**config.mk**
```make
export PLATFORM = sky130hd
export DESIGN_NAME = sync_marker_frame_deframer
export DESIGN_NICKNAME = d
export VERILOG_FILES = /design/src/sv/smfd_pkg.sv /design/src/sv/smfd_core.sv /design/src/sv/smfd_out_queue.sv /design/src/sv/sync_marker_frame_deframer.sv
export SDC_FILE = /design/constraint.sdc
export NUM_CORES = 1
export LEC_CHECK = 0
export ABC_AREA = 1
export BUFFER_PORTS_ARGS = -buffer_cell sky130_fd_sc_hd__buf_2
export CORE_UTILIZATION = 30
export CTS_CLUSTER_SIZE = 40
export DETAILED_ROUTE_END_ITERATION = 8
export SLEW_MARGIN = 20
export SYNTH_ARGS = -nofsm -noshare
export SYNTH_HDL_FRONTEND = slang
export SYNTH_SLANG_ARGS = --single-unit
```
**constraint.sdc**
```tcl
create_clock -name clk -period 4.94 [get_ports clk]
set_clock_uncertainty 0.15 [all_clocks]
set_input_delay 1.235 -clock clk [delete_from_list [all_inputs] [get_ports clk]]
set_output_delay 1.235 -clock clk [all_outputs]
set_load 0.05 [all_outputs]
```
**src/sv/smfd_pkg.sv**
```systemverilog
`timescale 1ns / 1ps
// ----------------------------------------------------------------------------
// smfd_pkg
// Shared types and constants for the sync marker frame deframer.
// ----------------------------------------------------------------------------
package smfd_pkg;

    // Record framing words
    localparam logic [31:0] SYNC_WORD = 32'h1ACF_FC1D;
    localparam logic [31:0] TAIL_WORD = 32'h1234_5678;

    // Defaults
    localparam int          NAME_BYTES_DEF  = 200;
    localparam int          LEN_W           = 24;
    localparam logic [23:0] MAX_LEN_RESET   = 24'd8388608;

    // Result kinds
    typedef enum logic [1:0] {
        KIND_NAME    = 2'd0,
        KIND_VERSION = 2'd1,
        KIND_PAYLOAD = 2'd2,
        KIND_STATUS  = 2'd3
    } kind_t;

    // Record status codes
    typedef enum logic [2:0] {
        ST_OK        = 3'd0,
        ST_BAD_HEAD  = 3'd1,
        ST_BAD_SUM   = 3'd2,
        ST_BAD_TAIL  = 3'd3,
        ST_TRUNCATED = 3'd4,
        ST_TOO_LONG  = 3'd5,
        ST_RSVD6     = 3'd6,
        ST_RSVD7     = 3'd7
    } status_t;

    // One result item, with a valid flag for the core-to-queue hop
    typedef struct packed {
        logic       valid;
        kind_t      kind;
        logic [7:0] data;
        status_t    status;
        logic       last;
    } result_t;

endpackage

```
**src/sv/smfd_core.sv**
```systemverilog
`timescale 1ns / 1ps
// ----------------------------------------------------------------------------
// smfd_core
// Record parser: one byte per fire, up to two results per byte.
// ----------------------------------------------------------------------------
module smfd_core
    import smfd_pkg::*;
#(
    parameter int NAME_BYTES = NAME_BYTES_DEF
)
(
    input  logic             clk,
    input  logic             rst_n,
    input  logic             fire,
    input  logic [7:0]       in_byte,
    input  logic             in_end,
    input  logic [LEN_W-1:0] max_len,
    output result_t          res0,
    output result_t          res1
);

    typedef enum logic [2:0] {
        PH_HEAD    = 3'd0,
        PH_LEN     = 3'd1,
        PH_NAME    = 3'd2,
        PH_VER     = 3'd3,
        PH_PAY     = 3'd4,
        PH_TAIL    = 3'd5,
        PH_SUM     = 3'd6,
        PH_UNUSED  = 3'd7
    } phase_t;

    localparam logic [LEN_W-1:0] NAME_LAST = LEN_W'(NAME_BYTES);

    phase_t           phase_reg, phase_next;
    logic [LEN_W-1:0] cnt_reg, cnt_next;
    logic [LEN_W-1:0] len_reg, len_next;
    logic [31:0]      ws_reg, ws_next;
    logic [7:0]       sum_reg, sum_next;
    logic             halt_reg, halt_next;

    logic [7:0]       sum_add;
    logic [31:0]      ws_sh;
    logic [LEN_W-1:0] cnt_inc;
    logic             word_done;
    logic             closed;
    logic             clr;
    logic             too_long;

    // Helper values for this byte
    assign sum_add   = sum_reg + in_byte;
    assign ws_sh     = {ws_reg[23:0], in_byte};
    assign cnt_inc   = cnt_reg + 1'b1;
    assign word_done = (cnt_reg == LEN_W'(3));
    assign too_long  = (ws_sh[31:LEN_W] != '0) || (ws_sh[LEN_W-1:0] > max_len);

    // Next state and results
    always_comb
    begin
        phase_next = phase_reg;
        cnt_next   = cnt_reg;
        len_next   = len_reg;
        ws_next    = ws_reg;
        sum_next   = sum_reg;
        halt_next  = halt_reg;
        res0       = '0;
        res1       = '0;
        closed     = 1'b0;
        clr        = 1'b0;

        if (halt_reg)
        begin
            // dropping bytes until the buffer ends
            if (in_end)
            begin
                halt_next = 1'b0;
                clr       = 1'b1;
            end
        end
        else
        begin
            unique case (phase_reg)
                PH_HEAD:
                begin
                    sum_next = sum_add;
                    ws_next  = ws_sh;
                    cnt_next = cnt_inc;
                    if (word_done)
                    begin
                        if (ws_sh != SYNC_WORD)
                        begin
                            res0      = '{1'b1, KIND_STATUS, 8'h00, ST_BAD_HEAD, 1'b1};
                            closed    = 1'b1;
                            halt_next = 1'b1;
                            clr       = 1'b1;
                        end
                        else
                        begin
                            phase_next = PH_LEN;
                            cnt_next   = '0;
                            ws_next    = '0;
                        end
                    end
                end
                PH_LEN:
                begin
                    sum_next = sum_add;
                    ws_next  = ws_sh;
                    cnt_next = cnt_inc;
                    if (word_done)
                    begin
                        if (too_long)
                        begin
                            res0      = '{1'b1, KIND_STATUS, 8'h00, ST_TOO_LONG, 1'b1};
                            closed    = 1'b1;
                            halt_next = 1'b1;
                            clr       = 1'b1;
                        end
                        else
                        begin
                            len_next   = ws_sh[LEN_W-1:0];
                            phase_next = PH_NAME;
                            cnt_next   = '0;
                            ws_next    = '0;
                        end
                    end
                end
                PH_NAME:
                begin
                    sum_next = sum_add;
                    res0     = '{1'b1, KIND_NAME, in_byte, ST_OK, 1'b0};
                    cnt_next = cnt_inc;
                    if (cnt_inc >= NAME_LAST)
                    begin
                        phase_next = PH_VER;
                        cnt_next   = '0;
                    end
                end
                PH_VER:
                begin
                    sum_next = sum_add;
                    cnt_next = cnt_inc;
                    if (word_done)
                    begin
                        res0       = '{1'b1, KIND_VERSION, in_byte, ST_OK, 1'b0};
                        phase_next = (len_reg != '0) ? PH_PAY : PH_TAIL;
                        cnt_next   = '0;
                        ws_next    = '0;
                    end
                end
                PH_PAY:
                begin
                    sum_next = sum_add;
                    res0     = '{1'b1, KIND_PAYLOAD, in_byte, ST_OK, 1'b0};
                    cnt_next = cnt_inc;
                    if (cnt_inc >= len_reg)
                    begin
                        phase_next = PH_TAIL;
                        cnt_next   = '0;
                        ws_next    = '0;
                    end
                end
                PH_TAIL:
                begin
                    sum_next = sum_add;
                    ws_next  = ws_sh;
                    cnt_next = cnt_inc;
                    if (word_done)
                    begin
                        phase_next = PH_SUM;
                        cnt_next   = '0;
                    end
                end
                PH_SUM:
                begin
                    // checksum error wins over tail error
                    res0 = '{1'b1, KIND_STATUS, 8'h00, ST_OK, 1'b1};
                    if (sum_reg != in_byte)
                    begin
                        res0.status = ST_BAD_SUM;
                        halt_next   = 1'b1;
                    end
                    else if (ws_reg != TAIL_WORD)
                    begin
                        res0.status = ST_BAD_TAIL;
                        halt_next   = 1'b1;
                    end
                    closed = 1'b1;
                    clr    = 1'b1;
                end
                default:
                begin
                    clr = 1'b1;
                end
            endcase

            // buffer end inside a record
            if (in_end)
            begin
                if (!closed)
                begin
                    if (res0.valid)
                        res1 = '{1'b1, KIND_STATUS, 8'h00, ST_TRUNCATED, 1'b1};
                    else
                        res0 = '{1'b1, KIND_STATUS, 8'h00, ST_TRUNCATED, 1'b1};
                end
                halt_next = 1'b0;
                clr       = 1'b1;
            end
        end

        if (clr)
        begin
            phase_next = PH_HEAD;
            cnt_next   = '0;
            len_next   = '0;
            ws_next    = '0;
            sum_next   = '0;
        end
    end

    // State registers
    always_ff @(posedge clk or negedge rst_n)
    begin
        if (!rst_n)
        begin
            phase_reg <= PH_HEAD;
            cnt_reg   <= '0;
            len_reg   <= '0;
            ws_reg    <= '0;
            sum_reg   <= '0;
            halt_reg  <= 1'b0;
        end
        else if (fire)
        begin
            phase_reg <= phase_next;
            cnt_reg   <= cnt_next;
            len_reg   <= len_next;
            ws_reg    <= ws_next;
            sum_reg   <= sum_next;
            halt_reg  <= halt_next;
        end
    end

    // A second result only ever follows a first one
    assert property (@(posedge clk) disable iff (!rst_n)
        res1.valid |-> res0.valid)
        else $error("second result without a first");

    // Status results always close a record
    assert property (@(posedge clk) disable iff (!rst_n)
        (res0.valid && res0.kind == KIND_STATUS) |-> res0.last)
        else $error("status result without record_last");

    // Entering the halt state always restarts the record
    assert property (@(posedge clk) disable iff (!rst_n)
        $rose(halt_reg) |-> (phase_reg == PH_HEAD && cnt_reg == '0 && sum_reg == '0))
        else $error("halt set with record state not cleared");

endmodule

```
**src/sv/smfd_out_queue.sv**
```systemverilog
`timescale 1ns / 1ps
// ----------------------------------------------------------------------------
// smfd_out_queue
// Small shifting result queue: takes up to two results a cycle, gives one when the reader is ready.
// ----------------------------------------------------------------------------
module smfd_out_queue
    import smfd_pkg::*;
(
    input  logic    clk,
    input  logic    rst_n,
    input  result_t push0,
    input  result_t push1,
    output logic    room,
    output result_t head,
    output logic    head_valid,
    input  logic    pop_ready
);

    localparam int DEPTH = 4;
    localparam int CW    = $clog2(DEPTH + 1);

    result_t         ent_reg   [DEPTH];
    result_t         ent_next  [DEPTH];
    result_t         shifted   [DEPTH];
    logic [CW-1:0]   count_reg, count_next;
    logic [CW-1:0]   base;
    logic            pop;

    assign head_valid = (count_reg != '0);
    assign head       = ent_reg[0];
    assign pop        = head_valid && pop_ready;
    // Room for the two results one byte can cause
    assign room       = (count_reg <= CW'(DEPTH - 2));
    assign base       = count_reg - CW'(pop);

    // Shift down on pop, append new results behind the survivors
    always_comb
    begin
        for (int i = 0; i < DEPTH - 1; i++)
        begin
            shifted[i] = pop ? ent_reg[i + 1] : ent_reg[i];
        end
        shifted[DEPTH - 1] = ent_reg[DEPTH - 1];

        for (int i = 0; i < DEPTH; i++)
        begin
            ent_next[i] = shifted[i];
            if (CW'(i) == base && push0.valid)
                ent_next[i] = push0;
            else if (CW'(i) == base + 1'b1 && push1.valid)
                ent_next[i] = push1;
        end

        count_next = base + CW'(push0.valid) + CW'(push1.valid);
    end

    // Entries hold payload only
    always_ff @(posedge clk)
    begin
        for (int i = 0; i < DEPTH; i++)
        begin
            ent_reg[i] <= ent_next[i];
        end
    end

    // Fill count
    always_ff @(posedge clk or negedge rst_n)
    begin
        if (!rst_n)
            count_reg <= '0;
        else
            count_reg <= count_next;
    end

    // Fill count never passes the depth
    assert property (@(posedge clk) disable iff (!rst_n)
        count_reg <= CW'(DEPTH))
        else $error("result queue overflow");

    // Nothing is pushed when the producer was told there is no room
    assert property (@(posedge clk) disable iff (!rst_n)
        !room |-> !push0.valid)
        else $error("push into a full result queue");

    // Fill count holds steady when nothing was pushed and nothing was popped
    assert property (@(posedge clk) disable iff (!rst_n)
        !$past(push0.valid) && !$past(pop) |-> $stable(count_reg))
        else $error("fill count changed with no push or pop");

endmodule

```
**src/sv/sync_marker_frame_deframer.sv**
```systemverilog
`timescale 1ns / 1ps
// ----------------------------------------------------------------------------
// sync_marker_frame_deframer
// Splits a byte stream of sync-marked records into fields and a status.
// ----------------------------------------------------------------------------
// Usage:
//   Input stream s_*: one buffer byte per request in s_tdata[7:0], with
//   s_tlast on the final byte of the whole buffer.
//   Output stream m_*: name bytes, the last version byte and payload bytes,
//   then one status request per record with m_tlast set. m_tuser carries the
//   kind, m_tdata the byte and the status code.
//   cfg_we / cfg_wdata write the maximum payload length; write only while
//   the block is idle.
// Path: an accepted byte is held in the input register, then parsed
//   into the result queue, whose registered head is offered on m_*.
// Throughput: one byte per cycle while the queue has room. A byte can cause
//   two results (a forwarded byte and a truncated status at buffer end); the
//   four-entry queue takes both at once, drains one per cycle with m_tready high.
// Reset: parser returns to hunting for the sync word, queue empties and the
//   length limit returns to 8388608.
// Stall: when m_tready is low the queue fills; the parser stops once fewer
//   than two entries are free, and s_tready drops when the input register
//   is also held. No result is lost.
// ----------------------------------------------------------------------------
module sync_marker_frame_deframer
    import smfd_pkg::*;
#(
    parameter int NAME_BYTES = NAME_BYTES_DEF
)
(
    input  logic             clk,
    input  logic             rst_n,
    // config
    input  logic             cfg_we,
    input  logic [LEN_W-1:0] cfg_wdata,   // max_payload_len
    // input stream
    input  logic             s_tvalid,
    output logic             s_tready,
    input  logic [7:0]       s_tdata,     // [7:0] in_byte
    input  logic             s_tlast,     // buffer_end
    // output stream
    output logic             m_tvalid,
    input  logic             m_tready,
    output logic [15:0]      m_tdata,     // [7:0] out_byte, [10:8] out_status, zero fill
    output logic [1:0]       m_tuser,     // [1:0] out_kind
    output logic             m_tlast      // record_last
);

    logic [LEN_W-1:0] max_len_reg;
    logic             in_valid_reg;
    logic [7:0]       in_byte_reg;
    logic             in_end_reg;
    logic             fire;
    logic             room;
    result_t          res0, res1;
    result_t          head;

    // Parser consumes the held byte when the queue has room
    assign fire     = in_valid_reg && room;
    assign s_tready = !in_valid_reg || fire;

    // Length limit register
    always_ff @(posedge clk or negedge rst_n)
    begin
        if (!rst_n)
            max_len_reg <= MAX_LEN_RESET;
        else if (cfg_we)
            max_len_reg <= cfg_wdata;
    end

    // Input register
    always_ff @(posedge clk or negedge rst_n)
    begin
        if (!rst_n)
            in_valid_reg <= 1'b0;
        else if (s_tready)
            in_valid_reg <= s_tvalid;
    end

    always_ff @(posedge clk)
    begin
        if (s_tvalid && s_tready)
        begin
            in_byte_reg <= s_tdata;
            in_end_reg  <= s_tlast;
        end
    end

    smfd_core #(
        .NAME_BYTES (NAME_BYTES)
    ) u_core (
        .clk     (clk),
        .rst_n   (rst_n),
        .fire    (fire),
        .in_byte (in_byte_reg),
        .in_end  (in_end_reg),
        .max_len (max_len_reg),
        .res0    (res0),
        .res1    (res1)
    );

    smfd_out_queue u_queue (
        .clk        (clk),
        .rst_n      (rst_n),
        .push0      (fire ? res0 : '0),
        .push1      (fire ? res1 : '0),
        .room       (room),
        .head       (head),
        .head_valid (m_tvalid),
        .pop_ready  (m_tready)
    );

    // Output packing
    assign m_tdata = {5'b0, head.status, head.data};
    assign m_tuser = head.kind;
    assign m_tlast = head.last;

endmodule

```
# Word-level counts from Yosys, hierarchy flattened
# Memory sizes are Yosys's and may differ from the RTL's.
# Index checks and enable logic that the tools add are counted.
[classes]
add_sub_neg = 6
n_reduce_logical = 34
mux = 85
n_eq_ne = 26
n_lt_le_gt_ge = 4
[op_table]
columns = ["op", "n"]
rows = [
  ["two-way mux 15 bit", 26],
  ["two-way mux 24 bit", 14],
  ["two-way mux 32 bit", 8],
  ["one-hot mux 32 bit (5 select lines)", 1],
  ["one-hot mux 24 bit (5 select lines)", 1],
  ["one-hot mux 15 bit (6 select lines)", 1],
  ["inequality test 32 x 29 -> 1 bit, second input constant", 2],
  ["two-way mux 3 bit", 11],
  ["adder 24 x 1 -> 24 bit, second input constant", 1],
  ["== test 24 x 2 -> 1 bit, second input constant", 1],
  ["greater-or-equal comparator 24 bit", 1],
  ["greater-or-equal comparator 24 x 8 -> 1 bit, second input constant", 1],
  ["greater-than comparator 24 bit", 1],
  ["two-way mux 8 bit", 3],
  ["nonzero test 24 bit", 1],
  ["inequality test 3 x 1 -> 1 bit, second input constant", 6],
  ["one-hot mux 3 bit (6 select lines)", 1],
  ["two-way mux 1 bit", 14],
  ["two-way mux 14 bit", 1],
  ["== test 2 x 3 -> 1 bit, first input constant", 4],
  ["nonzero test 6 bit", 2],
  ["logical AND 1 bit", 11],
  ["AND reduction 11 bit", 1],
  ["AND reduction 5 bit", 2],
  ["other kinds (26)", 40],
]
[word_totals]
elab_cells = 167
memories = 1
in_bits = 38
ramBits = 60
regBits = 129
[mem_list]
columns = ["name", "depth", "word_bits", "rd", "rd_clocked_by_memory_dff", "wr", "line_no", "text"]
rows = [
  ["u_queue.ent_reg", 4, 15, 4, 0, 4, "smfd_out_queue.sv:22", "result_t ent_reg [DEPTH];"],
]

# Logic depth before layout (Yosys ltp)
[logic_depth]
word_depth = 14
mapped_depth = 23
mapped_depth_nobuf = 22

# Modules after synthesis
# From an unflattened synthesis, not the netlist that was laid out.
[hier_totals]
hier_cells = 1755
area_unflattened_um2 = 12746.0
[modules_own_cells]
columns = ["module", "seq_area_each_um2", "cells_per_inst", "n_inst", "area_per_inst_um2"]
rows = [
  ["smfd_core", 2302.2, 1149, 1, 7664.9],
  ["smfd_out_queue", 1876.8, 419, 1, 3509.6],
  ["sync_marker_frame_deframer", 897.1, 187, 1, 1571.5],
]

# Least setup slack after synthesis
# No wires, ideal clock.
[synth_path]
path_kind = "input port to flip-flop"
from = "input port m_tready"
to = "memory u_queue.ent_reg[3][0] (netlist name), enable pin"
path_buffers = 0
slack_ns = 0.668
t_arrival_ns = 3.717
path_stages = 10
path_cell_list = "nand2_1 > inv_1 > ha_1 > ha_1 > or2_2 > nand2_1 > inv_1 > ha_1 > nand3_1 > o21ai_0"
[synth_lines]
columns = ["element", "line_no", "text"]
rows = [
  ["start: declaration", "sync_marker_frame_deframer.sv:43", "input logic m_tready,"],
  ["end: declaration", "smfd_out_queue.sv:22", ""],
]

# Worst setup path after layout
[layout_path]
from = "register u_core.cnt_reg[0]"
to = "register u_core.ws_reg[25]"
[layout_via]
elab_chain_cells = 7
word_cells_on_any_way = 18
cone_classes = "add/sub: 1; order compare: 1; eq/ne: 4; mux: 10; reduce/logical: 2"
[layout_lines]
columns = ["element", "line_no", "text"]
rows = [
  ["start: declaration", "smfd_core.sv:36", "logic [LEN_W-1:0] cnt_reg, cnt_next;"],
  ["start signal: assignment", "smfd_core.sv:237", "cnt_reg <= cnt_next;"],
  ["branches (longest 7 deep; another with adder 24 x 1 -> 24 bit)", "-", ""],
  ["end signal: assignment", "smfd_core.sv:239", "ws_reg <= ws_next;"],
  ["end: declaration", "smfd_core.sv:38", "logic [31:0] ws_reg, ws_next;"],
]
# Parallel ways; which one is timed is not known. The select of a mux whose other input is x is not followed.
# A chain may end at the register's enable or synchronous reset.

==> run metrics <==
status complete, but fails checks; failing checks DRC; Reg-to-Reg Start u_core.cnt_reg[0]; Unique masters post-synth 47; postcts setup bufs 0; Async SR Flop Fraction between 60% and 70%; WL final approximately 26,000 um; Seq/Total Area, Yosys approximately 45%; pwr/cell area 524.0 nW/um2; CTS Buf Count 17; die height between 150 and 200 um; Period minus WS final 4079 ps; Worst slew margin a little over 30%; CP endpoint kind register; grt met1 use between 20% and 30%; DR WL/cell approximately 14 um; mapped cell area between 10,000 and 15,000 um2; synthesized area per cell ~8 um2; # fillers around 3,800; Req. time, crit path about 5200 ps; R2R Path End u_core.ws_reg[25]; final-stage net count approximately 1,500; Synth warnings 0; number of synthesized flops with an enable pin 65; Slew @ Worst Pin a little over 1000 ps; Cells after Synth between 1,000 and 1,500; area of the die about 37,000 um2; clk_lat worst skew 440 ps; met3 GRT Util 2.382%; R2R Setup Slk roughly 860 ps; Fin. Hold Viols 0; DRT Pass-1 Iters 7; CTS H-tree lvls 4; CP Launch Point u_core.cnt_reg[0]; FMAX around 250 MHz; Residual DRC 2; vias in the first global route ~8,500; hold slack between 300 and 400 ps; layout cell share with drive strength beyond 1 between 10% and 20%; largest net degree at the start of global routing about 120; hold bufs inserted after CTS 0; met2 Use GR a little under a quarter; Yosys top cell by area dfrtp_1; kind of start point of the critical path register; max FFs per register 56; DR vias/cell about 4.7; Lkg Pwr 5.927 nW; clk root buf clkbuf_16; Synth area leaders dfrtp_1, edfxtp_1, nand2_1, ha_1, nand3_1; RSZ-0062 raised after global routing false; IO Count 59; GPL Wtd Cong 0.8615; global route overflow 0; Pins Over Slew Limit 0; GRT Total Usage between 10 and 15%; antenna violations before repair 0; first-pass GRT wire length between 40,000 and 50,000 um; setup TNS 0 ps; R2R depth 18; hold endpoint u_core.ws_reg[30]; worst vdd ir 0.0002241 V; P&R area growth vs syn 11.83%; Antenna Violating Nets Remaining 0; Post-CTS Resized 0; global route hottest layer met2; via count between 8,000 and 9,000; Die W approximately 190 um; core area 35,740 um2; max_cap viols 0; Hold Path Depth 2; clock tree buffer depth 2; min-delay src u_core.ws_reg[30]; Yosys top cell area share about 27%; Worst Path Max Fanout 32; # diodes 0; DP HPWL just under 20,000 um; Clock Sinks between 150 and 200; CTS tree done; initial DRC count approximately 670; flops & latches, synth roughly 190; Initial Util a little under a third; Worst Hold Class reg -> reg; endpoints failing setup 0; top_reg_cell synth dfrtp_1; period utilisation layout approximately 83%; port buffer count 53; CP arrival roughly 4300 ps; Crit Path Category reg -> reg; # rows 69; CTS clk-pin slew, worst paths ~70 ps
[cell families after synthesis]
| logic type | count (synthesis) | share of synthesized area (%) |
|---|---|---|
| other | 1 | 0.03430 |
| XOR/XNOR | 13 | 1.247 |
| AO/OA/AOI/OAI | 163 | 8.765 |
| multiplexers | 2 | 0.1945 |
| adder cells (fa/ha/maj) | 63 | 7.346 |
| flip-flops | 185 | 45.33 |
| buffers and inverters | 212 | 8.102 |
| AND/OR/NAND/NOR | 730 | 28.99 |
[cells in the final DEF, fill, tap and decap left out, types with 3 or more instances in the layout]
cell / count
nand4_1: 28
inv_1: 152
nor2_4: 5
nor3_1: 20
o22ai_1: 5
buf_2: 52
nor2_2: 12
dfrtp_1: 119
clkinv_8: 3
xor2_2: 3
conb_1: 5
o21ai_1: 16
edfxtp_1: 65
nor2_1: 135
nand3_1: 132
nor4_1: 9
a21oi_1: 35
buf_4: 11
o22ai_2: 10
nand2_1: 372
a21o_1: 4
o211ai_1: 3
inv_2: 11
nand2_2: 8
xor2_1: 9
o21ai_0: 78
ha_1: 61
inv_6: 6
o21bai_1: 6
clkbuf_16: 17
[cells in the mapped netlist, types with 2 or more instances]
master / instances
o21ai_1: 16
buf_4: 16
a21oi_1: 35
clkbuf_1: 13
nor2_1: 136
nor2_4: 5
ha_1: 61
xor2_1: 9
o21bai_1: 6
o211ai_1: 3
o22ai_2: 10
nand2_2: 8
nor2_2: 11
a21o_1: 4
nor4_1: 9
nand4_1: 28
nand3_1: 132
nand3_2: 2
o21ai_0: 79
xor2_2: 3
edfxtp_1: 65
nor3_1: 20
nand4_2: 2
nand2_1: 372
fa_1: 2
buf_2: 18
o22ai_1: 5
inv_2: 11
inv_1: 152
dfrtp_1: 119
[layout make-up]
type | count | area [um2] | share of cell area [%]
Clock buffer | 17 | 425.4 | 3.479
Clock inverter | 15 | 177.7 | 1.453
Inverter | 164 | 615.6 | 5.034
Multi-Input combinational cell | 976 | 5114 | 41.82
Sequential cell | 185 | 4956 | 40.53
Tap cell | 461 | 576.8 | 4.717
Timing Repair Buffer | 64 | 362.8 | 2.967
[report_power, final]
| part | internal [mW] | switching [mW] | total (mW) |
|---|---|---|---|
| combinational | 0.783 | 1.88 | 2.67 |
| sequential | 2.04 | 0.302 | 2.35 |
| clock | 0.725 | 0.670 | 1.40 |
[metal layers]
layer	share of wire, %	vias to the layer above
met4	1.6	0
met5	0	-
met3	3.6	26
met2	45	185
li1	-	4565
met1	50	4105
[critical path, stage by stage, from the launching register on]
cell and delay [ps]:
dfrtp_1 720, ha_1 470, nand2_1 150, nor2_4 210, nand2_2 100, nor2_2 150, xor2_2 100, ha_1 190
nand2_1 50, inv_1 30, o21ai_0 150, a21oi_1 90, nor2_1 140, nand4_1 220, nor2_1 240, o21ai_2 100
nand2_2 510, nand2_1 130, nand2_1 100
[worst max path at each step]
stage                                  to  depth (start not counted)
floorplan           u_queue.ent_reg[3][0]                         10
global placement    u_queue.ent_reg[2][4]                         11
detailed placement  u_queue.ent_reg[2][4]                         11
CTS                      u_core.ws_reg[9]                         17
global route            u_core.ws_reg[27]                         17
finish                  u_core.ws_reg[25]                         18
[metrics by stage]
step                      power [mW]  cell area, um2  cells  utilization [%]  setup slack (ps)
after floorplan                4.357           10950   1373                -             668.4
after global placement         4.984           11620   1850            32.52             627.6
final                          6.407           12230   1882            34.21             861.0
after CTS                      6.457           12230   1882            34.21             861.6
after detailed placement       5.041           11620   1850            32.52             601.0
after global routing           6.911           12230   1882            34.21             525.6
No activity file was read; power rests on OpenSTA's default activity.
